==> src/satcc_ram.sv <==
// generic simple dual-port ram, one write and one registered read port
// no dependencies
`default_nettype none

module satcc_ram #(
    parameter int WIDTH = 8,
    parameter int DEPTH = 16,
    parameter int AW    = (DEPTH > 1) ? $clog2(DEPTH) : 1
) (
    input  wire logic             i_clk,
    input  wire logic             i_we,
    input  wire logic [AW-1:0]    i_waddr,
    input  wire logic [WIDTH-1:0] i_wdata,
    input  wire logic             i_re,
    input  wire logic [AW-1:0]    i_raddr,
    output logic      [WIDTH-1:0] o_rdata
);

    logic [WIDTH-1:0] r_mem [DEPTH];

    always_ff @(posedge i_clk) begin
        if (i_we) begin
            r_mem[i_waddr] <= i_wdata;
        end
        if (i_re) begin
            o_rdata <= r_mem[i_raddr];
        end
    end

endmodule

`default_nettype wire

==> config.mk <==
export PLATFORM = sky130hd
export DESIGN_NAME = satcc_ram
export DESIGN_NICKNAME = d
export VERILOG_FILES = /design/src/satcc_ram.sv
export SDC_FILE = /design/constraint.sdc
export NUM_CORES = 1
export LEC_CHECK = 0
export BUFFER_PORTS_ARGS = -buffer_cell sky130_fd_sc_hd__buf_2
export CAP_MARGIN = 25
export CORE_MARGIN = 5
export CORE_UTILIZATION = 55
export DETAILED_ROUTE_END_ITERATION = 8
export PLACE_DENSITY = 0.8
export REMOVE_ABC_BUFFERS = 1
export SYNTH_ARGS = -nofsm -noshare
export SYNTH_HDL_FRONTEND = slang
export SYNTH_SLANG_ARGS = --single-unit
==> constraint.sdc <==
create_clock -name i_clk -period 4.8 [get_ports i_clk]
set_clock_uncertainty 0.15 [all_clocks]
set_input_delay 0 -clock i_clk [delete_from_list [all_inputs] [get_ports i_clk]]
set_output_delay 0 -clock i_clk [all_outputs]
set_load 0.02 [all_outputs]
== Word level (Yosys, flattened, before mapping) ==
Memory sizes are Yosys's and may differ from the RTL's. A register that Yosys moved wholly into a read port is not among the register bits.
Cells that the tools add are included.

* Register bits: 0
* Memory bits (writable): 128
* Bits of input ports: 19
* Output and inout bits: 8
* Logic and storage cells: 3
* Memories: 1

{| class="wikitable"
|+ Memory list
! name !! words !! width !! read ports !! clocked after memory_dff !! wr ports !! line !! source
|-
| r_mem || 16 || 8 || 1 || 1 || 1 || 19 || <nowiki>logic [WIDTH-1:0] r_mem [DEPTH];</nowiki>
|}

* Mux-type cells: 2

{| class="wikitable"
|+ Operator list
! operator !! number
|-
| $mux 1 || 2
|}

== Longest topological paths before layout ==
* Word-level depth: 2
* Mapped depth: 5
* Gate-level depth less buffers: 3

== Least setup slack after synthesis ==
No wires, ideal clock.

* Kind: input-to-reg
* Start point: in i_waddr[2]
* End point: mem r_mem[0][0], enable pin
* Setup time: 0.383 ns
* Arrival time: 1.110 ns
* Required time: 4.267 ns
* Slack: 3.157 ns
* Stages on the path: 2
* Path buffers: 0
* Path through: or3b_2 -> nor3_1

{| class="wikitable"
|+ RTL lines
! element !! line !! source
|-
| start: declaration || 12 || <nowiki>input wire logic [AW-1:0] i_waddr,</nowiki>
|-
| end: declaration || 19 ||
|}

No word-level cell before the write port.

== Worst setup path in the final report ==
* Start point: in i_waddr[2]
* End point: mem r_mem[2][5], enable pin

No word-level cell before the write port.

==> key figures <==
Logic synthesis
  – Synthesized area per cell: 22.8 um2
  – Cell Area, Synth: 5230 um2
  – Count of different cell masters after synthesis: 18
  – Area share of the largest cell type after synthesis: 78.1%
  – Ys Warns: 0
  – Sequential-to-total area share from yosys stat: 78.1%
  – Cell type with the largest total area after synthesis: edfxtp_1
  – Synth Instances: 229
  – Top post-synthesis cells by area: edfxtp_1 (78%), mux4_2 (7.8%), mux4_1 (7.0%)
  – Yosys reg bits: 136

Route
  – Post-DRT Antenna Nets: 0
  – Routed len/inst: 24.3 um
  – Routed vias/inst: 6.00
  – Residual DRC: 0
  – DR pass1 iterations: 5
  – Post-Route WL: 10300 um
  – Total number of vias: 2551
  – DR iter-0 viols: 170

Timing
  – Least-Margin Pin Slew: 961 ps
  – Hold slack: 14.5 ps
  – Final setup viols: 0
  – Max frequency: 511 MHz
  – RSZ-0062 raised after global routing: false
  – Slew Viols, Final: 0
  – Period Utilization, post-route: 40.8%
  – Slew HR: 35.7%
  – Final TNS setup: 0 ps
  – Final worst slack: 2840 ps
  – Hold Vio Cnt, Final: 0
  – Post-layout min period: 1960 ps

Critical path
  – Bufs and invs on worst path: 2
  – Crit-path slowest cell: nor2_1
  – Crit Path Class: in -> reg
  – Reg2Reg Setup Slack: 3050 ps
  – Nature of the critical path endpoint: flip-flop
  – Worst-path cell chain: dlygate4sd3_1 > buf_2 > or3b_2 > nor2_1
  – R2R depth: 3
  – WP data required: 4790 ps
  – FF-to-FF End: o_rdata[7]
  – Arrival time of the worst setup path: 1940 ps
  – Largest fanout on the critical path: 8
  – Family with the most delay on the worst path: simple AND/OR/NAND/NOR gates
  – Peak per-stage delay on the critical path: 750 ps
  – CP startpoint kind: primary input
  – Reg-to-reg critical path startpoint: r_mem[11][7]

Final layout
  – Register area: 4080 um2
  – Final Non-Filler Cells: 425
  – Most common cell after layout, fill and taps aside: edfxtp_1
  – Area of the multi-input gates: 1060 um2
  – Share of cells above drive strength 1: 25.0%
  – Final core occ: 67.0%
  – Synth-to-Final Area Change: 18.4%
  – Fill cells: 572
  – Most frequent cells in the layout: edfxtp_1 (136), buf_2 (26), mux4_2 (18)
  – Inserted Diodes: 0
  – Final instance area: 6190 um2
  – Nets: 303

Power
  – Worst VDD drop: 0.264 mV
  – Pwr/cell area: 437 nW/um2
  – Leak pwr: 2.07 nW
  – Total power: 2.71 mW

Placed design
  – Dpl cell area: 5460 um2
  – GPL Wtd Cong: 0.730
  – DP HPWL: 6000 um
  – Post-Place Worst Slack: 2520 ps
  – Placed Instances: 378
  – I/O Buffers: 26

Clock tree
  – Insertion delay to the later sink of the worst-skew pair: 510 ps
  – CTS sink cnt: 136
  – H-tree depth reported by CTS: 4
  – CTS tree: yes
  – TritonCTS buffer count: 17
  – Clock Pin Slew Worst Setup and Hold Paths: 60 ps
  – Max clock buf depth: 2
  – Root buffer cell: clkbuf_8
  – Post_cts resized: 0

Global routing
  – Vias in the first global route: 2565
  – Initial antenna violation count: 0
  – Largest net degree at the start of global routing: 33
  – GRT Total Usage: 19.1%
  – Grt ovf: 0
  – First-pass GRT wire length: 15300 um

Worst hold path
  – Worst Hold Launch: i_we
  – Worst min path class: in -> reg
  – Endpoint, Worst Hold: r_mem[14][3]
  – Hold path depth: 3

Status
  – Status: completed

Flow run
  – MaxCap Viol Count: 0

Die
  – Site row count: 35
  – Num ports: 27
  – Initial Utilization: 56.6%
  – Core area: 9240 um2
  – Die area: 11600 um2
  – Die Y: 107 um
  – Die width: 107 um
-- repair_timing --
| item | CTS | global route |
|---|---|---|
| hold buffers | 15 | 0 |
| setup buffers | 0 | 0 |
| endpoints found under the hold margin | 169 | 0 |
-- power breakdown --
part	internal [mW]	switching [mW]	total, mW
clock	0.776	0.448	1.22
sequential	1.34	0.00681	1.35
combinational	0.0562	0.0802	0.136
total	2.17	0.535	2.71
-- state kept, by name, indices dropped and copies added (netlist names) --
register,flops
o_rdata,8
r_mem,128
-- area by class of cell --
| class | count | area share (%) |
|---|---|---|
| Sequential cell | 136 | 66.0 |
| Timing Repair Buffer | 46 | 5.34 |
| Multi-Input combinational cell | 83 | 17.1 |
| Clock buffer | 19 | 6.81 |
| Clock inverter | 12 | 2.16 |
| Tap cell | 129 | 2.61 |
-- Yosys cell counts (all sizes together) --
library cell	number
a22oi	16
buf	7
nor2b	1
nand2	9
nor3	4
and2b	1
nand3b	2
clkdlybuf4s25	3
or3b	1
mux4	32
nand3	1
edfxtp	136
nor2	13
nand2b	2
and2	1
-- tightest hold or removal path: stages --
cell	delay (ps)
buf_2	130
nand3_1	140
nor2_1	190
-- logic make-up after synthesis --
kind of cell | synth area share, %
buffers and inverters | 1.65
and+or+nand+nor | 3.14
muxes | 14.8
AOI/OAI and AO/OA | 2.30
DFF | 78.1
-- metal layers --
layer	track usage, %	part of all wire (%)
met1	25.9	41
met2	30.4	50
met3	6.06	7.1
met4	5.05	1.6
met5	0	0
-- worst max path at each step --
stage	start	slack [ps]	endpoint	cells past startpoint
detailed placement	i_raddr[0]	2520	o_rdata[3]	4
CTS	i_waddr[2]	2880	r_mem[2][7]	4
global route	i_waddr[2]	2830	r_mem[2][3]	4
global placement	i_raddr[0]	2530	o_rdata[3]	4
finish	i_waddr[2]	2840	r_mem[2][5]	4
floorplan	i_waddr[2]	3160	r_mem[0][0]	2
(Power assumes the default switching activity.)
