===== src/satcc_pkg.sv =====
// shared types, constants and codes for the 3-sat clause checker and bias classifier
// no dependencies
`default_nettype none

package satcc_pkg;

    localparam int MAX_VARS    = 20;
    localparam int MAX_CLAUSES = 4096;

    localparam int COUNT_W  = 21;
    localparam int VAR_W    = 5;
    localparam int CLIDX_W  = 12;
    localparam int ASSIGN_W = 20;
    localparam int NCL_W    = 13;
    localparam int CFG_W    = 13;
    localparam int CFG_IDX_W = 1;

    // effective variable count, clause address and clause count widths
    localparam int NV_W  = $clog2(MAX_VARS + 1);
    localparam int CL_AW = (MAX_CLAUSES > 1) ? $clog2(MAX_CLAUSES) : 1;
    localparam int CNT_W = $clog2(MAX_CLAUSES + 1);

    // one table word: negation flags above the three variable indices
    localparam int CLV_W = 3 * VAR_W;
    localparam int CL_W  = CLV_W + 3;

    // bias thresholds as exact cross-multiplication weights
    localparam int CMP_W    = COUNT_W + 5;
    localparam int W_FZ_ONE = 20;
    localparam int W_FO_ONE = 20;
    localparam int W_FO_SOL = 19;
    localparam int W_BI_ONE = 5;
    localparam int W_BL_SOL = 2;
    localparam int W_BH_SOL = 3;

    typedef enum logic [1:0] {
        MODE_LOAD     = 2'd0,
        MODE_CHECK    = 2'd1,
        MODE_CLASSIFY = 2'd2,
        MODE_CLEAR    = 2'd3
    } t_mode;

    typedef enum logic [1:0] {
        CLS_FROZEN_ZERO = 2'd0,
        CLS_FROZEN_ONE  = 2'd1,
        CLS_BIASED      = 2'd2,
        CLS_FREE        = 2'd3
    } t_var_class;

    typedef enum logic [CFG_IDX_W-1:0] {
        CFG_NUM_VARS    = 1'b0,
        CFG_NUM_CLAUSES = 1'b1
    } t_cfg_reg;

    typedef enum logic [1:0] {
        ST_IDLE = 2'd0,
        ST_SCAN = 2'd1,
        ST_EMIT = 2'd2
    } t_state;

    typedef struct packed {
        t_mode               mode;
        logic [CLIDX_W-1:0]  clause_index;
        logic [VAR_W-1:0]    lit_var_a;
        logic [VAR_W-1:0]    lit_var_b;
        logic [VAR_W-1:0]    lit_var_c;
        logic                lit_neg_a;
        logic                lit_neg_b;
        logic                lit_neg_c;
        logic [ASSIGN_W-1:0] assignment;
        logic [VAR_W-1:0]    var_index;
    } t_in_item;

    typedef struct packed {
        logic               satisfied;
        logic [COUNT_W-1:0] solution_count;
        logic [COUNT_W-1:0] ones_count;
        t_var_class         var_class;
    } t_out_item;

    typedef struct packed {
        logic busy;
        logic done;
        logic ok;
    } t_chk_stat;

endpackage

`default_nettype wire


===== src/satcc_count.sv =====
// solution and per-variable ones counters with the bias classifier
// depends on satcc_pkg
`default_nettype none

module satcc_count (
    input  wire logic                                 i_clk,
    input  wire logic                                 i_rst_n,
    input  wire logic                                 i_clr,
    input  wire logic                                 i_inc,
    input  wire logic [satcc_pkg::MAX_VARS-1:0]       i_x,
    input  wire logic [satcc_pkg::VAR_W-1:0]          i_var,
    input  wire logic [satcc_pkg::NV_W-1:0]           i_n,
    output logic      [satcc_pkg::COUNT_W-1:0]        o_total,
    output logic      [satcc_pkg::COUNT_W-1:0]        o_ones,
    output satcc_pkg::t_var_class                     o_class
);

    localparam logic [satcc_pkg::COUNT_W-1:0] COUNT_MAX = '1;

    logic [satcc_pkg::COUNT_W-1:0] r_total;
    logic [satcc_pkg::COUNT_W-1:0] r_ones [satcc_pkg::MAX_VARS];
    logic [satcc_pkg::COUNT_W-1:0] ones_sel;
    logic [satcc_pkg::CMP_W-1:0]   fz_one;
    logic [satcc_pkg::CMP_W-1:0]   fo_one;
    logic [satcc_pkg::CMP_W-1:0]   fo_sol;
    logic [satcc_pkg::CMP_W-1:0]   bi_one;
    logic [satcc_pkg::CMP_W-1:0]   bl_sol;
    logic [satcc_pkg::CMP_W-1:0]   bh_sol;
    logic [satcc_pkg::CMP_W-1:0]   sols;

    always_ff @(posedge i_clk) begin
        if (!i_rst_n || i_clr) begin
            r_total <= '0;
            for (int i = 0; i < satcc_pkg::MAX_VARS; i++) begin
                r_ones[i] <= '0;
            end
        end else if (i_inc) begin
            if (r_total != COUNT_MAX) begin
                r_total <= r_total + 1'b1;
            end
            for (int i = 0; i < satcc_pkg::MAX_VARS; i++) begin
                if (i_x[i] && r_ones[i] != COUNT_MAX) begin
                    r_ones[i] <= r_ones[i] + 1'b1;
                end
            end
        end
    end

    // variables at or above the active count read as zero
    always_comb begin
        ones_sel = '0;
        for (int i = 0; i < satcc_pkg::MAX_VARS; i++) begin
            if (int'(i_var) == i && i < int'(i_n)) begin
                ones_sel = r_ones[i];
            end
        end
    end

    assign sols   = satcc_pkg::CMP_W'(r_total);
    assign fz_one = satcc_pkg::CMP_W'(ones_sel) * satcc_pkg::CMP_W'(satcc_pkg::W_FZ_ONE);
    assign fo_one = satcc_pkg::CMP_W'(ones_sel) * satcc_pkg::CMP_W'(satcc_pkg::W_FO_ONE);
    assign fo_sol = sols * satcc_pkg::CMP_W'(satcc_pkg::W_FO_SOL);
    assign bi_one = satcc_pkg::CMP_W'(ones_sel) * satcc_pkg::CMP_W'(satcc_pkg::W_BI_ONE);
    assign bl_sol = sols * satcc_pkg::CMP_W'(satcc_pkg::W_BL_SOL);
    assign bh_sol = sols * satcc_pkg::CMP_W'(satcc_pkg::W_BH_SOL);

    always_comb begin
        if (r_total == '0) begin
            o_class = satcc_pkg::CLS_FREE;
        end else if (fz_one <= sols) begin
            o_class = satcc_pkg::CLS_FROZEN_ZERO;
        end else if (fo_one >= fo_sol) begin
            o_class = satcc_pkg::CLS_FROZEN_ONE;
        end else if (bi_one <= bl_sol || bi_one >= bh_sol) begin
            o_class = satcc_pkg::CLS_BIASED;
        end else begin
            o_class = satcc_pkg::CLS_FREE;
        end
    end

    assign o_total = r_total;
    assign o_ones  = ones_sel;

endmodule

`default_nettype wire


===== config.mk =====
export PLATFORM = sky130hd
export DESIGN_NAME = satcc_count
export DESIGN_NICKNAME = d
export VERILOG_FILES = /design/src/satcc_pkg.sv /design/src/satcc_count.sv
export SDC_FILE = /design/constraint.sdc
export NUM_CORES = 1
export LEC_CHECK = 0
export ABC_CLOCK_PERIOD_IN_PS = 12350
export BUFFER_PORTS_ARGS = -buffer_cell sky130_fd_sc_hd__buf_2
export CAP_MARGIN = 40
export CORE_ASPECT_RATIO = 0.6
export CORE_MARGIN = 1
export CORE_UTILIZATION = 50
export DETAILED_ROUTE_END_ITERATION = 10
export HOLD_SLACK_MARGIN = 0.08
export PLACE_DENSITY = 0.66
export SLEW_MARGIN = 20
export SYNTH_ARGS = -nofsm -noshare
export SYNTH_HDL_FRONTEND = slang
export SYNTH_SLANG_ARGS = --single-unit

===== constraint.sdc =====
create_clock -name i_clk -period 12.35 [get_ports i_clk]
set_input_delay 1.235 -clock i_clk [delete_from_list [all_inputs] [get_ports i_clk]]
set_output_delay 1.235 -clock i_clk [all_outputs]
set_load 0.005 [all_outputs]

Word level (Yosys, flattened, before mapping)
Memories as Yosys holds them, arrays and structs flattened.
Index checks and enable logic that the tools add are counted.
Storage, ports and cells
  register bits after elaboration: 21
  bits in writable memories: 420
  input port bits: 34
  output and inout port bits: 44
  word-level logic and storage cells: 283
  memories kept: 1
Memories
  r_ones: depth 20, width 21, read ports 20, clocked after memory_dff 0, write ports 20, RTL line satcc_count.sv:21  | logic [satcc_pkg::COUNT_W-1:0] r_ones [satcc_pkg::MAX_VARS];
Operators by class
  add/subtract/negate cells: 21
  $mul: 4
  $lt $le $gt $ge: 24
  equality and inequality tests: 40
  muxes and demuxes: 126
  bitwise operators: 20
  reductions and logical operators: 46
Operators with widths (count)
  2-to-1 mux 21 bit: 40
  adder 21 x 1 -> 21 bit, second input constant: 21
  inequality test 21 bit, second input constant: 21
  2-to-1 mux 1 bit: 83
  == test 5 bit, second input constant: 12
  multiplier 21 x 3 -> 24 bit, second input constant: 2
  logical AND 1 bit: 40
  less-than comparator 4 x 5 -> 1 bit, first input constant: 8
  greater-or-equal comparator 26 bit: 1
  less-or-equal comparator 26 x 21 -> 1 bit: 1
  multiplier 21 x 5 -> 26 bit, second input constant: 1
  greater-or-equal comparator 24 x 23 -> 1 bit: 1
  less-or-equal comparator 24 x 22 -> 1 bit: 1
  multiplier 21 x 2 -> 23 bit, second input constant: 1
  zero test 21 bit: 1
  == test 5 x 4 -> 1 bit, second input constant: 4
  less-than comparator 3 x 5 -> 1 bit, first input constant: 4
  less-than comparator 5 bit, first input constant: 4
  bitwise OR 1 bit: 20
  == test 5 x 3 -> 1 bit, second input constant: 2
  less-than comparator 1 x 5 -> 1 bit, first input constant: 2
  less-than comparator 2 x 5 -> 1 bit, first input constant: 2
  2-to-1 mux 2 bit: 3
  == test 5 x 2 -> 1 bit, second input constant: 1
  other kinds (4): 5

Depth between registers and ports, before layout
  depth in word-level cells: 29
  depth in mapped cells: 33
  depth with buffers taken out: 30

Least setup slack after synthesis
No wires, ideal clock.
  kind: input to output
  from: input port i_var[0] in the netlist's numbering
  to: output port o_class[0]
  arrival time: 6.878 ns
  data required time: 11.115 ns
  slack: 4.237 ns
  cell stages on the path: 27
  buffers on the path: 3
  cell sequence: buf_2 > or2_2 > a211oi_1 > clkbuf_1 > buf_1 > nor4_1 > a2111o_1 > ha_1 > ha_1 > inv_1 > fa_1 > nor2b_1 > o31ai_1 > a21oi_1 > a211o_1 > a31o_2 > a21oi_1 > nor2_1 > ha_1 > and4_1 > nand3_1 > nor4_1 > o21ai_0 > o21ai_0 > o22ai_1 > a211o_1 > a31oi_1
On the way
  cells in the longest elaborated chain, start to end: 29
  elaborated cells on any way between the ends: 71
  those cells by class: mul: 2; order compare: 4; eq/ne: 19; mux: 24; reduce/logical: 22
Ends and longest elaborated chain
  start, declared: RTL line satcc_count.sv:11  | input wire logic [satcc_pkg::VAR_W-1:0] i_var,
  zero test 5 bit: RTL line satcc_count.sv:53  | if (int'(i_var) == i && i < int'(i_n)) begin
  logical AND 1 bit: RTL line satcc_count.sv:53
  2-to-1 mux 21 bit (19 in a row): RTL line satcc_count.sv:53
  2-to-1 mux 21 bit (*): RTL line satcc_count.sv:53
  net o_ones (one bit): RTL line satcc_count.sv:14  | output logic [satcc_pkg::COUNT_W-1:0] o_ones,
  multiplier 21 x 3 -> 24 bit: RTL line satcc_count.sv:60, satcc_count.sv:61, satcc_count.sv:63
  less-or-equal comparator 24 x 22 -> 1 bit or greater-or-equal comparator 24 x 23 -> 1 bit (tied branches): RTL line satcc_count.sv:74  | end else if (bi_one <= bl_sol || bi_one >= bh_sol) begin
  logical OR 1 bit: RTL line satcc_count.sv:74
  2-to-1 mux 1 bit: RTL line satcc_count.sv:74
  2-to-1 mux 2 bit: RTL line satcc_count.sv:72  | end else if (fo_one >= fo_sol) begin
  2-to-1 mux 2 bit (*): RTL line satcc_count.sv:70  | end else if (fz_one <= sols) begin
  2-to-1 mux 2 bit (*): RTL line satcc_count.sv:68  | if (r_total == '0) begin
  end, declared: RTL line satcc_count.sv:15  | output satcc_pkg::t_var_class o_class
Mark *: on every way through the listed nets, which the timed path passes. The rest lies on a longest branch.

Final worst setup path
  from: input port i_n[4] in the netlist's numbering
  to: output port o_class[0]
On the way
  cells in the longest elaborated chain, start to end: 29
  elaborated cells on any way between the ends: 71
  those cells by class: mul: 2; order compare: 24; mux: 24; reduce/logical: 21
Ends and longest elaborated chain
  start, declared: RTL line satcc_count.sv:12  | input wire logic [satcc_pkg::NV_W-1:0] i_n,
  less-than comparator 1 x 5 -> 1 bit: RTL line satcc_count.sv:53
  logical AND 1 bit: RTL line satcc_count.sv:53
  2-to-1 mux 21 bit (19 in a row): RTL line satcc_count.sv:53
  2-to-1 mux 21 bit (*): RTL line satcc_count.sv:53
  multiplier 21 x 3 -> 24 bit: RTL line satcc_count.sv:60, satcc_count.sv:61, satcc_count.sv:63
  less-or-equal comparator 24 x 22 -> 1 bit or greater-or-equal comparator 24 x 23 -> 1 bit (tied branches): RTL line satcc_count.sv:74
  logical OR 1 bit: RTL line satcc_count.sv:74
  2-to-1 mux 1 bit: RTL line satcc_count.sv:74
  2-to-1 mux 2 bit: RTL line satcc_count.sv:72
  2-to-1 mux 2 bit (*): RTL line satcc_count.sv:70
  2-to-1 mux 2 bit (*): RTL line satcc_count.sv:68
Mark *: on every way between the ends. The rest lies on a longest branch, timed or not.

==> reports/results.txt <==
Fin crit period -> 10620 ps
Outcome -> complete, no violations
Cell Area, Synth -> 31000 µm²
Max-slew headroom -> 18.0%
CP required -> 11110 ps
Total negative setup slack -> 0 ps
WS Path Type -> in2out
Largest net degree at the start of global routing -> 64
CTS tree -> built
Crit start category -> primary input
Starting Density -> 50.7%
CP peak stage delay -> 860 ps
Drt total wl -> 106000 µm
DRC viols -> 0
Placeable core area -> 61100 µm²
# rows -> 70
Critical path buffers and inverters -> 3
CTS Buf Count -> 45
Post-route insts no fill -> 4217
Post-synth top area share -> 40.7%
Vias/cell -> 6.35
Area contributors post-synth -> edfxtp_1 (41%), ha_1 (8.9%), nor2_1 (7.2%), xor2_1 (6.9%), xnor2_1 (5.2%)
H-tree depth -> 2
Worst-case clock buffer depth -> 3
Peak Freq -> 94.2 MHz
Critical Path Sink Type -> output pin
Worst Tran Pin Value -> 1230 ps
Buffers added on ports -> 77
Post-synth top cells -> nor2_1 (596), edfxtp_1 (420), xor2_1 (246)
Max Cap Viol -> 0
Final Setup Violations -> 0
# Post-CTS Setup Buffers -> 0
Post-Synthesis Net Count -> 3551
Post-synthesis sequential area ratio -> 42.0%
Pwr/cell area -> 109 nW/µm²
Hold path cells -> 2
Worst skew pair latency -> 620 ps
Setup Skew -> 23.3 ps
Final Hold Fails -> 0
Clk root buf -> clkbuf_16
Hold-fix buffers, CTS -> 0
Critical Path Stages -> 31
Crit Path Max Fanout -> 17
Final period util -> 86.0%
Slew Viols, Final -> 0
Synth Area per Inst -> 9.46 µm²
Routed vias -> 26800
RSZ-0062 raised after global routing -> no
CP top delay family -> compound AO/OA/AOI/OAI gates
P&R area growth vs syn -> 9.96%
Count leader, synth -> nor2_1
WP data arrival -> 9380 ps
Die Y -> 195 µm
Hpwl dp -> 82800 µm
Initial antenna violation count -> 4
Syn Inst Count -> 3276
Global-route wire length before repair -> 156000 µm
Min-Delay Path Class -> reg2reg
GRT overflow -> 0
Share of cells above drive strength 1 -> 7.12%
Die width -> 323 µm
Critical path's slowest cell -> a222oi_1
Peak VDD IR -> 0.105 mV
WL per Instance -> 25.2 µm
Top FF cell, synth -> edfxtp_1
FF-to-FF path depth -> 11
Placed Cells -> 4117
First DRT Iteration DRCs -> 4165
Final Util -> 55.8%
Antenna viol nets, final -> 0
Number of synthesized flops with an enable pin -> 420
Asr flop ratio synth -> 0%
Vias in the first global route -> 23900
Io pins -> 78
Worst-path clk slew -> 60 ps
Nets -> 3625
GRT Util Overall -> 33.4%
Library cells used by synthesis -> 75
CP dominant cell by count -> o21ai_0
Post-cts sizing count -> 0
Cell taking the most area after synthesis -> edfxtp_1
GP Congestion -> 1.03
Yosys reg bits -> 441
Syn. warnings -> 0
Die ar. -> 63000 µm²
P_leak -> 0.0130 µW
Clk sink count -> 441
Drt pass-1 iters -> 8
Total power -> 3710 µW
==> where the power goes <==
group	internal (µW)	switching (µW)	total [µW]
clock network	720	651	1370
logic	190	300	491
registers	1710	130	1840
==> worst min-delay path: stages, from the launching register on <==
cell and delay, ps:
dfxtp_1 430, nand2_1 110, a21oi_1 60
==> state kept, by name (all words and copies together) (netlist names) <==
register and flops:
o_total 21, r_ones 420
==> cells by family after synthesis <==
| family | count (synthesis) | synth area share (%) |
|---|---|---|
| and+or+nand+nor | 1454 | 22.0 |
| AOI/OAI and AO/OA | 455 | 10.4 |
| DFF | 441 | 42.0 |
| xor gates and xnor gates | 429 | 12.1 |
| buffers and inverters | 255 | 3.16 |
| adders and majority gates | 241 | 10.2 |
| muxes | 1 | 0.0323 |
==> per-layer routing <==
layer  GRT usage [%]  vias to the layer above  wire length [µm]
li1                -                    12000                 -
met1            55.9                    13200             50100
met2            39.6                     1500             37600
met3            12.1                       99             17200
met4            4.91                        2              1310
met5               0                        -                13
==> cells in the final DEF, fill, tap and decap left out, types with 18 or more instances in the layout <==
| cell type | Yosys | routed |
|---|---|---|
| clkbuf_16 | 0 | 45 |
| a221oi_1 | 37 | 37 |
| and3_1 | 108 | 108 |
| a21oi_1 | 113 | 113 |
| nand2b_1 | 31 | 30 |
| xor2_1 | 246 | 246 |
| o21ai_0 | 64 | 64 |
| or3_1 | 18 | 18 |
| inv_1 | 145 | 145 |
| fa_1 | 20 | 20 |
| buf_8 | 0 | 19 |
| buf_4 | 1 | 23 |
| nor2_1 | 596 | 596 |
| nand2_1 | 243 | 243 |
| nand3_1 | 201 | 201 |
| dfxtp_1 | 21 | 21 |
| ha_1 | 221 | 221 |
| a222oi_1 | 41 | 41 |
| nand4_1 | 113 | 113 |
| buf_2 | 8 | 80 |
| xnor2_1 | 183 | 183 |
| nor3_1 | 35 | 33 |
| a31oi_1 | 19 | 19 |
| and4_1 | 30 | 30 |
| and2_1 | 19 | 19 |
| a21o_1 | 33 | 33 |
| nor2b_1 | 19 | 18 |
| edfxtp_1 | 420 | 420 |
| a22oi_1 | 28 | 28 |
==> cell type report <==
class / instances / area, µm²
flip-flops and latches: 441 / 13000
clock buffers: 55 / 1160
fillers: 5456 / 27000
diodes: 2 / 5.00
clock inverters: 29 / 231
multi-input cells: 2580 / 17100
repair buffers: 137 / 1020
inverters: 145 / 544
well taps: 828 / 1040
==> metrics by stage <==
stage          cell area (µm²)  hold slack (ps)  worst slack [ps]
2_1_floorplan            31000              523              4240
3_3_place_gp             32200              580              1780
3_5_place_dp             32500              604              2050
4_1_cts                  33900              616              2040
5_1_grt                  34100              653              1430
6_report                 34100              640              1730
==> worst paths after layout <==
kind                           startpoint                  endpoint  slack (ps)
setup / recovery                   i_n[4]                o_class[0]        1730
hold / removal    o_total[8]$_SDFFE_PP0P_   o_total[8]$_SDFFE_PP0P_         640
setup reg to reg  o_total[0]$_SDFFE_PP0P_  o_total[19]$_SDFFE_PP0P_        8600
hold reg to reg   o_total[8]$_SDFFE_PP0P_   o_total[8]$_SDFFE_PP0P_         640
Power figures use the tool's default switching activity.
