==> src/satcc_pkg.sv <==
// shared types, constants and codes for the 3-sat clause checker and bias classifier
// no dependencies
`default_nettype none

package satcc_pkg;

    localparam int MAX_VARS    = 20;
    localparam int MAX_CLAUSES = 4096;

    localparam int COUNT_W  = 21;
    localparam int VAR_W    = 5;
    localparam int CLIDX_W  = 12;
    localparam int ASSIGN_W = 20;
    localparam int NCL_W    = 13;
    localparam int CFG_W    = 13;
    localparam int CFG_IDX_W = 1;

    // effective variable count, clause address and clause count widths
    localparam int NV_W  = $clog2(MAX_VARS + 1);
    localparam int CL_AW = (MAX_CLAUSES > 1) ? $clog2(MAX_CLAUSES) : 1;
    localparam int CNT_W = $clog2(MAX_CLAUSES + 1);

    // one table word: negation flags above the three variable indices
    localparam int CLV_W = 3 * VAR_W;
    localparam int CL_W  = CLV_W + 3;

    // bias thresholds as exact cross-multiplication weights
    localparam int CMP_W    = COUNT_W + 5;
    localparam int W_FZ_ONE = 20;
    localparam int W_FO_ONE = 20;
    localparam int W_FO_SOL = 19;
    localparam int W_BI_ONE = 5;
    localparam int W_BL_SOL = 2;
    localparam int W_BH_SOL = 3;

    typedef enum logic [1:0] {
        MODE_LOAD     = 2'd0,
        MODE_CHECK    = 2'd1,
        MODE_CLASSIFY = 2'd2,
        MODE_CLEAR    = 2'd3
    } t_mode;

    typedef enum logic [1:0] {
        CLS_FROZEN_ZERO = 2'd0,
        CLS_FROZEN_ONE  = 2'd1,
        CLS_BIASED      = 2'd2,
        CLS_FREE        = 2'd3
    } t_var_class;

    typedef enum logic [CFG_IDX_W-1:0] {
        CFG_NUM_VARS    = 1'b0,
        CFG_NUM_CLAUSES = 1'b1
    } t_cfg_reg;

    typedef enum logic [1:0] {
        ST_IDLE = 2'd0,
        ST_SCAN = 2'd1,
        ST_EMIT = 2'd2
    } t_state;

    typedef struct packed {
        t_mode               mode;
        logic [CLIDX_W-1:0]  clause_index;
        logic [VAR_W-1:0]    lit_var_a;
        logic [VAR_W-1:0]    lit_var_b;
        logic [VAR_W-1:0]    lit_var_c;
        logic                lit_neg_a;
        logic                lit_neg_b;
        logic                lit_neg_c;
        logic [ASSIGN_W-1:0] assignment;
        logic [VAR_W-1:0]    var_index;
    } t_in_item;

    typedef struct packed {
        logic               satisfied;
        logic [COUNT_W-1:0] solution_count;
        logic [COUNT_W-1:0] ones_count;
        t_var_class         var_class;
    } t_out_item;

    typedef struct packed {
        logic busy;
        logic done;
        logic ok;
    } t_chk_stat;

endpackage

`default_nettype wire

==> src/satcc_check.sv <==
// clause scan: reads one clause a cycle from the table and ands the clause results
// depends on satcc_pkg
`default_nettype none

module satcc_check (
    input  wire logic                                 i_clk,
    input  wire logic                                 i_rst_n,
    input  wire logic                                 i_start,
    input  wire logic [satcc_pkg::CNT_W-1:0]          i_clauses,
    input  wire logic [satcc_pkg::MAX_VARS-1:0]       i_x,
    input  wire logic [satcc_pkg::CL_W-1:0]           i_rdata,
    output logic                                      o_re,
    output logic      [satcc_pkg::CL_AW-1:0]          o_raddr,
    output satcc_pkg::t_chk_stat                      o_stat
);

    logic                          r_busy;
    logic                          r_pend;
    logic                          r_ok;
    logic [satcc_pkg::CNT_W-1:0]   r_addr;
    logic                          issue;
    logic                          clause_true;
    logic [31:0]                   x_ext;

    assign issue   = r_busy && (r_addr < i_clauses);
    assign o_re    = issue;
    assign o_raddr = r_addr[satcc_pkg::CL_AW-1:0];
    assign x_ext   = 32'(i_x);

    // any true literal makes the clause true
    always_comb begin
        logic [satcc_pkg::VAR_W-1:0] v;
        clause_true = 1'b0;
        for (int i = 0; i < 3; i++) begin
            v = i_rdata[i*satcc_pkg::VAR_W +: satcc_pkg::VAR_W];
            if (x_ext[v] ^ i_rdata[satcc_pkg::CLV_W + i]) begin
                clause_true = 1'b1;
            end
        end
    end

    always_ff @(posedge i_clk) begin
        if (!i_rst_n) begin
            r_busy <= 1'b0;
            r_pend <= 1'b0;
            r_ok   <= 1'b1;
            r_addr <= '0;
        end else if (i_start) begin
            r_busy <= 1'b1;
            r_pend <= 1'b0;
            r_ok   <= 1'b1;
            r_addr <= '0;
        end else if (r_busy) begin
            r_pend <= issue;
            if (issue) begin
                r_addr <= r_addr + 1'b1;
            end
            if (r_pend && !clause_true) begin
                r_ok <= 1'b0;
            end
            if (!issue && !r_pend) begin
                r_busy <= 1'b0;
            end
        end
    end

    assign o_stat.busy = r_busy;
    assign o_stat.done = r_busy && !issue && !r_pend;
    assign o_stat.ok   = r_ok;

endmodule

`default_nettype wire

==> config.mk <==
export PLATFORM = sky130hd
export DESIGN_NAME = satcc_check
export DESIGN_NICKNAME = d
export VERILOG_FILES = /design/src/satcc_pkg.sv /design/src/satcc_check.sv
export SDC_FILE = /design/constraint.sdc
export NUM_CORES = 1
export LEC_CHECK = 0
export BUFFER_PORTS_ARGS = -buffer_cell sky130_fd_sc_hd__buf_2
export CORE_MARGIN = 2
export CORE_UTILIZATION = 35
export DETAILED_ROUTE_END_ITERATION = 10
export PLACE_DENSITY = 0.6
export SYNTH_ARGS = -nofsm -noshare
export SYNTH_HDL_FRONTEND = slang
export SYNTH_SLANG_ARGS = --single-unit
==> constraint.sdc <==
create_clock -name i_clk -period 8.35 [get_ports i_clk]
set_input_delay 2.0875 -clock i_clk [delete_from_list [all_inputs] [get_ports i_clk]]
set_output_delay 2.0875 -clock i_clk [all_outputs]
set_load 0.05 [all_outputs]
Word-level counts from Yosys, hierarchy flattened
Index checks and enable logic that the tools add are counted.
{ "classes": {"add_sub_neg": 1, "reduce_logical": 11, "n_mul": 0, "bitwise": 4, "div": 0, "shifts": 0, "n_mux": 12, "n_eq_ne": 0, "magnitude_cmp": 4} }
{ "ops": {"columns": ["cell", "count"], "rows": [
  ["$lt A5 B6 Y1 const B", 3],
  ["$bmux W1 S5", 3],
  ["$add A13 B1 Y13 const B", 1],
  ["$lt A13 B13 Y1", 1],
  ["$mux W1", 9],
  ["$logic_and A1 B1 Y1", 5],
  ["$reduce_and A2 Y1", 2],
  ["$logic_not A1 Y1", 3],
  ["$xor A1 B1 Y1", 3],
  ["$reduce_or A2 Y1", 1],
  ["$not A1 Y1", 1]
]} }
{ "totals": {"out_inout_bits": 16, "inputBits": 54, "latch_bits": 0, "ram_bits": 0, "word_cells": 36, "regBits": 16, "romBits": 0, "mem_count": 0} }

Longest topological paths before layout
Gate-level depths: netlist of run 1.
{ "logic_depth": {"ltp_word": 9, "depth_mapped": 9, "depth_no_buf": 8} }

Worst setup path before layout of run 1
Ideal clock, no wire load.
{ "synth_timing": {"kind": "in2out", "from": "input i_clauses[6] (netlist bit)", "to": "output o_stat[1] (netlist bit)", "path_buffers": 0, "setup_slack_ns": 2.011, "required_time_ns": 6.262, "cell_stages": 7, "arrival_ns": 4.251, "cell_sequence": "inv_1 > ha_1 > a21o_1 > a21oi_1 > a211oi_2 > a211oi_1 > nor3_1"} }
{ "synth_lines": {"columns": ["element", "line_no", "text"], "rows": [
  ["from (decl)", "satcc_check.sv:9", "input wire logic [satcc_pkg::CNT_W-1:0] i_clauses,"],
  ["to (decl)", "satcc_check.sv:14", "output satcc_pkg::t_chk_stat o_stat"]
]} }

Final worst setup path of run 1
{ "layout_timing": {"from": "input i_clauses[10] (netlist bit)", "to": "output o_re"} }
{ "layout_via": {"elab_chain_len": 2} }
{ "layout_lines": {"columns": ["element", "line_no", "text"], "rows": [
  ["$lt A13 B13 Y1", "satcc_check.sv:25", "assign issue = r_busy && (r_addr < i_clauses);"],
  ["$logic_and A1 B1 Y1", "satcc_check.sv:25", null],
  ["to (decl)", "satcc_check.sv:12", "output logic o_re,"]
]} }
No other way between the ends.

==> summary.txt, run 1 <==
Main synth FF type = dfxtp_1
Final setup TNS = 0 ps
Crit-path leading delay family = compound AO/OA/AOI/OAI gates
H-tree levels = 1
Initial antenna violation count = 0
Die area = 0.00580 mm2
Die width = 76.2 um
Post-DRT Antenna Nets = 0
Post-route minimum period = 6410 ps
Status = finished clean
Top cell by count, worst path = buf_2
Startpoint types = input pin
DRT iter0 DRCs = 85
First-pass GRT wire length = 7110 um
Crit Path Category = input pin to output pin
Post-CTS setup buffer count = 0
Final instance area = 0.00216 mm2
Final Routed Wirelength = 4250 um
Core box area = 0.00507 mm2
Post-place setup slack = 1910 ps
Clock Latency Late Sink = 250 ps
Area fraction of the dominant cell type after synthesis = 17.6%
Post-synthesis sequential area ratio = 17.6%
Max Transition Viols Final = 0
Post-DP HPWL = 3540 um
Rel. slew slack = 45.1%
Top Ports = 70
Largest family of logic cells by synthesized area = multiplexers
ANT cells = 0
Final #Nets = 311
Synth Cell Area = 0.00182 mm2
Synthesized area per cell = 9.49 um2
Synth unique cells = 43
Synth area leader = dfxtp_1
Pwr/cell area = 96.7 mW/mm2
Worst path buffer plus inverter count = 3
Crit-path cells = buf_2 > inv_1 > ha_1 > a21o_1 > a21oi_1 > o211ai_1 > a211oi_2 > buf_2
Total grt overflow = 0
Final Hold Vio Count = 0
Post-Synthesis Net Count = 259
Slowest-stage cell, CP = a211oi_2
Hold buffers post-CTS = 0
Simple-gate portion of the synthesized area = 14.6%
Placed insts = 309
# rows = 26
Tot Pwr = 0.209 mW
Final setup fails = 0
Leakage = 0.995 nW
Drt drc = 0
Most frequent cells in the layout = buf_2 (69), inv_1 (25), dfxtp_1 (16), ha_1 (13), a21oi_1 (12)
Required @ worst endpoint = 6260 ps
Routed via count = 1,628
FF+latch count, synth = 16
Mux contribution to synthesized area = 22.4%
Clk sinks = 16
Critical path's largest stage delay = 790 ps
PortBufs = 69
Fillers = 512
Setup ws final = 1940 ps
Area Overhead vs Synth = 18.4%
Largest net degree at the start of global routing = 18
Crit share post-route = 76.8%
Clk root buf = clkbuf_8
Post-CTS Resized = 0
Most common cell after layout, fill and taps aside = buf_2
Worst IR Drop VDD = 0.0000619 V
TritonCTS buffer count = 3
Worst Hold Class = flop to flop
RSZ-0062 raised after global routing = false
Final core utilization = 42.5%
Synth warnings = 0
Post-synth EDFFs = 0
TritonRoute pass-1 iters = 4
Share of layout cells above drive strength 1 = 40.3%
Total track usage = 14.9%
Worst Tran Pin Value = 822 ps
Hold_ws = 482 ps
Worst-case clock buffer depth = 2
CTS tree = done
Clock skew = 4.50 ps
Placed inst area = 0.00210 mm2
Max Cap Viol = 0
Async SR Flop Fraction = 0%
Ranking of synthesized cells by area = dfxtp_1 (18%), mux4_2 (11%), ha_1 (8.9%)
XOR/XNOR share of the synthesized area = 2.88%
Initial Utilization = 35.9%
CP Capture Type = output pin
Fmax = 0.156 GHz
Fin cells = 313
Compound-cell area share of the yosys netlist = 20.2%
Post-synthesis adder-cell area fraction = 8.92%
Routed wire per std cell = 13.6 um
Max FO, Critical Path = 13
Chip height = 76.2 um
Synthesized instance count = 192
Vias per cell = 5.20
Worst-path clk slew = 60 ps
Arrival @ worst endpoint = 4330 ps
Vias in the first global route = 1,612
Final GP Congestion = 0.796
-- tightest hold or removal path, delay by kind of cell, from the launching register on --
family,cells,cell delay [ps]
flip-flops,1,310
AND/OR/NAND/NOR,1,90
AO/OA/AOI/OAI,1,40
-- cell type report --
class / count / area, um2 / share of cell area [%]
clock buffer: 4 / 55.1 / 2.55
timing repair buffer: 69 / 345 / 16.0
sequential: 16 / 320 / 14.8
tap: 70 / 87.6 / 4.06
multi-input combinational: 129 / 1260 / 58.2
inverter: 25 / 93.8 / 4.35
-- cell families (layout without fill, tap and decap cells) --
| logic type | Yosys count | in the layout |
|---|---|---|
| AOI/OAI and AO/OA | 43 | 43 |
| xor gates and xnor gates | 6 | 6 |
| adders and majority gates | 13 | 13 |
| buffers and inverters | 47 | 98 |
| DFF | 16 | 16 |
| muxes | 21 | 21 |
| and+or+nand+nor | 46 | 46 |
-- per-layer routing --
layer  vias to the layer above  wire (um)  global-route usage (%)
li1                        806          -                       -
met4                         0         61                    4.18
met3                         6        278                    4.03
met5                         -          0                       0
met2                        51       2150                    27.7
met1                       765       1760                    16.8
-- cells in the mapped netlist (3+ instances only) --
master and instances:
a21bo_2 3, xnor2_1 6, nor2_1 11, a21o_1 5, inv_1 25, ha_1 13
buf_4 16, mux4_2 9, mux4_1 5, o211ai_1 3, a31o_1 3, dfxtp_1 16
nand3b_1 4, clkbuf_1 3, nand3_1 7, nand4_1 6, nand2_1 3, mux2_2 3
and3_1 3, nand2b_1 3, mux2i_1 4, a21oi_1 12
-- worst paths after layout --
path | from | end | slack (ps) | cells after the start
worst min-delay path | r_ok$_SDFFE_PP1P_ | r_ok$_SDFFE_PP1P_ | 480 | 2
worst max-delay path | i_clauses[10] | o_re | 1940 | 8
worst min register to register | r_ok$_SDFFE_PP1P_ | r_ok$_SDFFE_PP1P_ | 480 | 2
worst max register to register | r_addr[10]$_SDFFE_PP0P_ | r_addr[1]$_SDFFE_PP0P_ | 5800 | 7
-- flip-flops by register name (all words and copies together) (netlist names) --
signal  flops
r_pend      1
r_ok        1
r_addr     13
r_busy      1
-- report_power, final --
| part | switching [mW] | internal (mW) | leakage [nW] |
|---|---|---|---|
| Sequential | 0.00118 | 0.0772 | 0.129 |
| Clock | 0.0285 | 0.0419 | 0.0288 |
| Combinational | 0.0290 | 0.0308 | 0.837 |
Power figures use the tool's default switching activity.
==> run 2: changes to the inputs <==
ABC_AREA = 1   (was not set)
PLACE_DENSITY = 0.62   (was 0.6)
clock period = 5.7 ns   (was 8.35 ns; I/O delays follow)
==> run 2 against run 1 <==
Compared with the run above:
- core utilization down 0.52 points
- wire length rose by 13%
- critical path depth is 1 higher
- critical path type unchanged
- first-iteration DRC count down 9.4%
- clock skew shrank 3.1 ps
- synthesized cell count rose by 82%
- sequential share of layout area fell by 0.82 points
- flip-flop and latch count unchanged
- largest power group unchanged
- total power rose by 41%
- register-to-register slack worse by 2400 ps
- hold slack got worse by 23 ps
- combinational power rose by 58%
==> summary.txt, run 2 <==
Post-synthesis sequential area ratio = 16.4% (was 17.6%)
Post-CTS setup buffer count = 0 (unchanged)
Post-synthesis adder-cell area fraction = 8.31% (was 8.92%)
Post-Synthesis Net Count = 417 (was 259)
Top Ports = 70 (unchanged)
Synth area leader = nand2_1 (was dfxtp_1)
Final GP Congestion = 0.826 (was 0.796)
XOR/XNOR share of the synthesized area = 1.79% (was 2.88%)
Status = finished clean (unchanged)
Synthesized area per cell = 5.59 um2 (was 9.49 um2)
Count leader, synth = nand2_1 (was inv_1)
# rows = 27 (was 26)
Final #Nets = 472 (was 311)
Max FFs per register = 13 (unchanged)
Final setup TNS = 0 ps (unchanged)
Final Routed Wirelength = 4820 um (was 4250 um)
CP Capture Type = output pin (unchanged)
Synth Cell Area = 0.00196 mm2 (was 0.00182 mm2)
Max Transition Viols Final = 0 (unchanged)
Fmax = 0.229 GHz
Top cell by count, worst path = buf_2 (unchanged)
Area fraction of the dominant cell type after synthesis = 20.5% (was 17.6%)
Mux contribution to synthesized area = 0% (was 22.4%)
Clock skew = 1.40 ps (was 4.50 ps)
RSZ-0062 raised after global routing = false (unchanged)
Simple-gate portion of the synthesized area = 42.9% (was 14.6%)
TritonRoute pass-1 iters = 4 (unchanged)
Worst Tran Pin Value = 703 ps (was 822 ps)
Most frequent cells in the layout = nand2_1 (107), buf_2 (69), inv_1 (55), nor2_1 (46), nand3_1 (24) (was buf_2 (69), inv_1 (25), dfxtp_1 (16), ha_1 (13), a21oi_1 (12))
Die width = 78.8 um (was 76.2 um)
Fin cells = 475 (was 313)
Pwr/cell area = 129 mW/mm2 (was 96.7 mW/mm2)
Max FO, Critical Path = 9 (was 13)
Chip height = 78.8 um (was 76.2 um)
Crit Path Category = input pin to output pin (unchanged)
Crit-path cells = buf_2 > inv_1 > ha_1 > a21oi_1 > o21ai_1 > o211ai_2 > nand2_1 > nor2_4 > buf_2 (was buf_2 > inv_1 > ha_1 > a21o_1 > a21oi_1 > o211ai_1 > a211oi_2 > buf_2)
Post-DP HPWL = 4120 um (was 3540 um)
Synth unique cells = 26 (was 43)
Critical path's largest stage delay = 310 ps (was 790 ps)
PortBufs = 69 (unchanged)
Die area = 0.00621 mm2 (was 0.00580 mm2)
Most common cell after layout, fill and taps aside = nand2_1 (was buf_2)
Total track usage = 16.7% (was 14.9%)
TritonCTS buffer count = 3 (unchanged)
Synthesized instance count = 350 (was 192)
Post-synth top cells = nand2_1 (107), inv_1 (55), nor2_1 (46) (was inv_1 (25), buf_4 (16), dfxtp_1 (16))
Routed via count = 2,216 (was 1,628)
Leakage = 1.31 nW (was 0.995 nW)
Initial antenna violation count = 0 (unchanged)
Hold buffers post-CTS = 0 (unchanged)
DRT iter0 DRCs = 77 (was 85)
Cell depth of the worst flop-to-flop path = 7 (unchanged)
First-pass GRT wire length = 8630 um (was 7110 um)
Largest family of logic cells by synthesized area = simple AND/OR/NAND/NOR gates (was multiplexers)
Synth warnings = 0 (unchanged)
Core box area = 0.00544 mm2 (was 0.00507 mm2)
FF+latch count, synth = 16 (unchanged)
Initial Utilization = 36.0% (was 35.9%)
Required @ worst endpoint = 4280 ps (was 6260 ps)
Arrival @ worst endpoint = 2940 ps (was 4330 ps)
Final Hold Vio Count = 0 (unchanged)
Largest net degree at the start of global routing = 21 (was 18)
Clk root buf = clkbuf_8 (unchanged)
Worst-case clock buffer depth = 2 (unchanged)
Startpoint types = input pin (unchanged)
Async SR Flop Fraction = 0% (unchanged)
Ranking of synthesized cells by area = nand2_1 (21%), dfxtp_1 (16%), inv_1 (11%) (was dfxtp_1 (18%), mux4_2 (11%), ha_1 (8.9%))
Drt drc = 0 (unchanged)
Compound-cell area share of the yosys netlist = 11.8% (was 20.2%)
Total grt overflow = 0 (unchanged)
H-tree levels = 1 (unchanged)
Placed insts = 472 (was 309)
Hold Crit Depth = 2 (unchanged)
Rel. slew slack = 53.0% (was 45.1%)
Largest Register = r_addr (unchanged)
Area Overhead vs Synth = 16.7% (was 18.4%)
Routed wire per std cell = 10.1 um (was 13.6 um)
Post-DRT Antenna Nets = 0 (unchanged)
Clock Latency Late Sink = 250 ps (about the same)
Tot Pwr = 0.294 mW (was 0.209 mW)
Vias per cell = 4.67 (was 5.20)
Max Cap Viol = 0 (unchanged)
Post-CTS Resized = 0 (unchanged)
Share of layout cells above drive strength 1 = 21.6% (was 40.3%)
Post-route minimum period = 4360 ps
Crit share post-route = 76.5%
ANT cells = 0 (unchanged)
Final setup fails = 0 (unchanged)
Worst-path clk slew = 60 ps (about the same)
Worst Hold Class = flop to flop (unchanged)
Worst IR Drop VDD = 0.0000579 V (was 0.0000619 V)
CTS tree = done (unchanged)
Post-synth EDFFs = 0 (unchanged)
Fillers = 607 (was 512)
Main synth FF type = dfxtp_1 (unchanged)
Slowest-stage cell, CP = buf_2 (was a211oi_2)
Vias in the first global route = 2,017 (was 1,612)
Clk sinks = 16 (unchanged)
-- run 2: power by group --
part,internal (mW),switching [mW],leakage [nW]
Combinational,0.0359,0.0587,1.16
Sequential,0.113,0.00128,0.129
Clock,0.0468,0.0380,0.0216
-- run 2: final timing paths --
check | slack (ps) | endpoint | startpoint
max | 1340 | o_re | i_clauses[4]
min | 460 | r_ok$_SDFFE_PP1P_ | r_ok$_SDFFE_PP1P_
max reg2reg | 3410 | r_addr[2]$_SDFFE_PP0P_ | r_addr[2]$_SDFFE_PP0P_
min reg2reg | 460 | r_ok$_SDFFE_PP1P_ | r_ok$_SDFFE_PP1P_
-- run 2: per-stage QoR --
stage	utilization, %	cell area (um2)	setup WS [ps]	hold WS [ps]
after floorplan	-	1960	1330	419
after global placement	41.2	2240	1340	447
after detailed placement	41.2	2240	1310	454
after CTS	42.0	2280	1320	463
after global routing	42.0	2280	1160	515
final	42.0	2280	1340	459
-- run 2: routing by layer --
metal,wire (um),share of wire [%],up-vias,global-route usage [%]
met5,0,0,-,0
met4,29,0.60,0,4.04
met3,306,6.4,2,1.93
met2,2380,49,65,29.9
met1,2100,44,962,21.1
li1,-,-,1187,-
-- run 2: kinds of logic after synthesis --
logic type / after synthesis
fa+ha+maj: 13
flops: 16
buf+inv: 77
compound gates: 43
xor+xnor: 4
simple gates: 197
-- run 2: layout make-up --
type / instances / area, um2 / area share (%)
well taps: 72 / 90.1 / 3.94
inverters: 58 / 218 / 9.53
multi-input cells: 257 / 1270 / 55.6
flip-flops and latches: 16 / 320 / 14.0
repair buffers: 69 / 345 / 15.1
clock buffers: 3 / 41.3 / 1.81
-- run 2: critical path, delay by kind of cell --
family,cells,cell delay [ps]
fa+ha+maj,1,290
compound gates,3,450
simple gates,2,340
buf+inv,3,410
==> run 3: changes to the inputs <==
PLACE_DENSITY = 0.6   (was 0.62)
clock period = 4.1 ns   (was 5.7 ns; I/O delays follow)
==> run 3 against run 2 <==
Compared with the run above:
- hold slack better by 3.4 ps
- final area up 0.60%
- die area unchanged
- final cell count up 0.21%
- first-iteration DRC count up 52%
- combinational power up 40%
- sequential share of layout area down 0.084 points
- wire length up 3.1%
- global-route usage down 0.35 points
- flip-flop and latch count unchanged
- sequential power up 39%
- clock skew up 4.9 ps
- critical endpoint unchanged
==> summary.txt, run 3 (synthesis results as in run 2) <==
Max FO, Critical Path = 9 (unchanged)
Required @ worst endpoint = 3070 ps (was 4280 ps)
Status = finished clean (unchanged)
Clock network fraction of total power = 32.6% (was 28.9%)
Gr busiest metal = met2 (unchanged)
Psw = 0.140 mW (was 0.0979 mW)
Hold_ws = 463 ps (was 459 ps)
Worst Tran Pin Value = 719 ps (was 703 ps)
Post-CTS setup buffer count = 0 (unchanged)
First-pass GRT wire length = 8470 um (was 8630 um)
Final setup fails = 0 (unchanged)
Routed wire per std cell = 10.4 um (was 10.1 um)
Die area = 0.00621 mm2 (unchanged)
Critical path's largest stage delay = 310 ps (about the same)
# rows = 27 (unchanged)
Met2 Usage GRT = 29.2% (was 29.9%)
ANT cells = 0 (unchanged)
H-tree levels = 1 (unchanged)
Core box area = 0.00544 mm2 (unchanged)
Clk root buf = clkbuf_8 (unchanged)
Total grt overflow = 0 (unchanged)
Hold Crit Depth = 2 (unchanged)
Total track usage = 16.3% (was 16.7%)
Crit-path leading delay family = compound AO/OA/AOI/OAI gates (unchanged)
Max Transition Viols Final = 0 (unchanged)
CP Depth = 9 (unchanged)
Crit-path cells = buf_2 > inv_1 > ha_1 > a21oi_1 > o21ai_1 > o211ai_2 > nand2_1 > nor2_4 > buf_2 (unchanged)
TritonCTS buffer count = 3 (unchanged)
Post-DP HPWL = 4170 um (was 4120 um)
Worst path buffer plus inverter count = 3 (unchanged)
Largest net degree at the start of global routing = 21 (unchanged)
DRT iter0 DRCs = 117 (was 77)
Arrival @ worst endpoint = 2530 ps (was 2940 ps)
Die width = 78.8 um (unchanged)
Reg power frac = 36.8% (was 38.9%)
Largest Register = r_addr (unchanged)
Combinational power share = 30.6% (was 32.2%)
Most common cell after layout, fill and taps aside = nand2_1 (unchanged)
Chip height = 78.8 um (unchanged)
Final Routed Wirelength = 4970 um (was 4820 um)
Initial antenna violation count = 0 (unchanged)
Final Hold Vio Count = 0 (unchanged)
Fmax = 0.282 GHz
Rel. slew slack = 51.9% (was 53.0%)
Sw Share = 32.4% (was 33.3%)
Worst-path clk slew = 70 ps (was 60 ps)
Final setup TNS = 0 ps (unchanged)
Drt drc = 0 (unchanged)
Max FFs per register = 13 (unchanged)
Cell depth of the worst flop-to-flop path = 8 (was 7)
Crit share post-route = 86.6%
Clock skew = 6.33 ps (was 1.40 ps)
TritonRoute pass-1 iters = 5 (was 4)
Worst-case clock buffer depth = 2 (unchanged)
Top Ports = 70 (unchanged)
CTS tree = done (unchanged)
M3 GR Usage = 1.82% (was 1.93%)
Hold buffers post-CTS = 0 (unchanged)
Leakage = 1.31 nW (about the same)
Worst Hold Class = flop to flop (unchanged)
Most frequent cells in the layout = nand2_1 (107), buf_2 (69), inv_1 (55), nor2_1 (46), nand3_1 (24) (unchanged)
Crit Path Category = input pin to output pin (unchanged)
Max Cap Viol = 0 (unchanged)
Post-CTS Resized = 0 (unchanged)
GR Util met1 = 20.1% (was 21.1%)
RSZ-0062 raised after global routing = false (unchanged)
Final #Nets = 472 (unchanged)
Worst IR Drop VDD = 0.0000977 V (was 0.0000579 V)
Post-route minimum period = 3550 ps
Clk sinks = 16 (unchanged)
Pwr/cell area = 188 mW/mm2 (was 129 mW/mm2)
Area Overhead vs Synth = 17.4% (was 16.7%)
Post-DRT Antenna Nets = 0 (unchanged)
Final GP Congestion = 0.832 (was 0.826)
Routed via count = 2,206 (was 2,216)
Vias in the first global route = 2,040 (was 2,017)
Initial Utilization = 36.0% (unchanged)
Slowest-stage cell, CP = buf_2 (unchanged)
Startpoint types = input pin (unchanged)
CP Capture Type = output pin (unchanged)
Clock Latency Late Sink = 250 ps (about the same)
Top cell by count, worst path = buf_2 (unchanged)
Share of layout cells above drive strength 1 = 21.8% (was 21.6%)
P_int = 0.292 mW (was 0.196 mW)
Vias per cell = 4.63 (was 4.67)
PortBufs = 69 (unchanged)
-- run 3: stage by stage --
step / total power [mW] / util (%) / cell area, um2 / cells / worst slack, ps
detailed placement: 0.296 / 41.2 / 2240 / 472 / 535
floorplan: 0.251 / - / 1960 / 350 / 525
CTS: 0.438 / 42.3 / 2300 / 476 / 535
finish: 0.432 / 42.3 / 2300 / 476 / 548
global placement: 0.294 / 41.2 / 2240 / 472 / 558
global route: 0.463 / 42.3 / 2300 / 476 / 386
-- run 3: worst paths after layout --
| check | from | endpoint | slack [ps] |
|---|---|---|---|
| max reg2reg | r_addr[4]$_SDFFE_PP0P_ | r_addr[5]$_SDFFE_PP0P_ | 1810 |
| min reg2reg | r_ok$_SDFFE_PP1P_ | r_ok$_SDFFE_PP1P_ | 460 |
| min | r_ok$_SDFFE_PP1P_ | r_ok$_SDFFE_PP1P_ | 460 |
| max | i_clauses[4] | o_re | 550 |
-- run 3: layout make-up --
type,instances,area [um2]
Fill cell,605,3140
Multi-Input combinational cell,257,1270
Timing Repair Buffer,69,345
Sequential cell,16,320
Inverter,58,218
Tap cell,72,90.1
Clock buffer,4,55.1
-- run 3: routing by layer --
metal,vias up,part of all wire (%),routed length [um]
met5,-,0,0
met1,935,46,2310
met4,0,2.1,106
met3,8,6.3,312
li1,1185,-,-
met2,78,45,2240
-- run 3: worst reg2reg max path: stages (launching register included) --
cell and delay [ps]:
dfxtp_1 440, ha_1 290, a21oi_1 140, o21ai_1 120
o211ai_2 190, nand3_1 530, o21bai_1 340, nand2_1 80
nor2_1 100
-- run 3: power by group through the flow --
stage               clock network, mW  logic (mW)  registers, mW
finish                          0.141       0.132          0.159
global route                    0.151       0.152          0.159
CTS                             0.145       0.134          0.159
detailed placement                  0       0.133          0.163
global placement                    0       0.132          0.163
floorplan                           0      0.0884          0.162
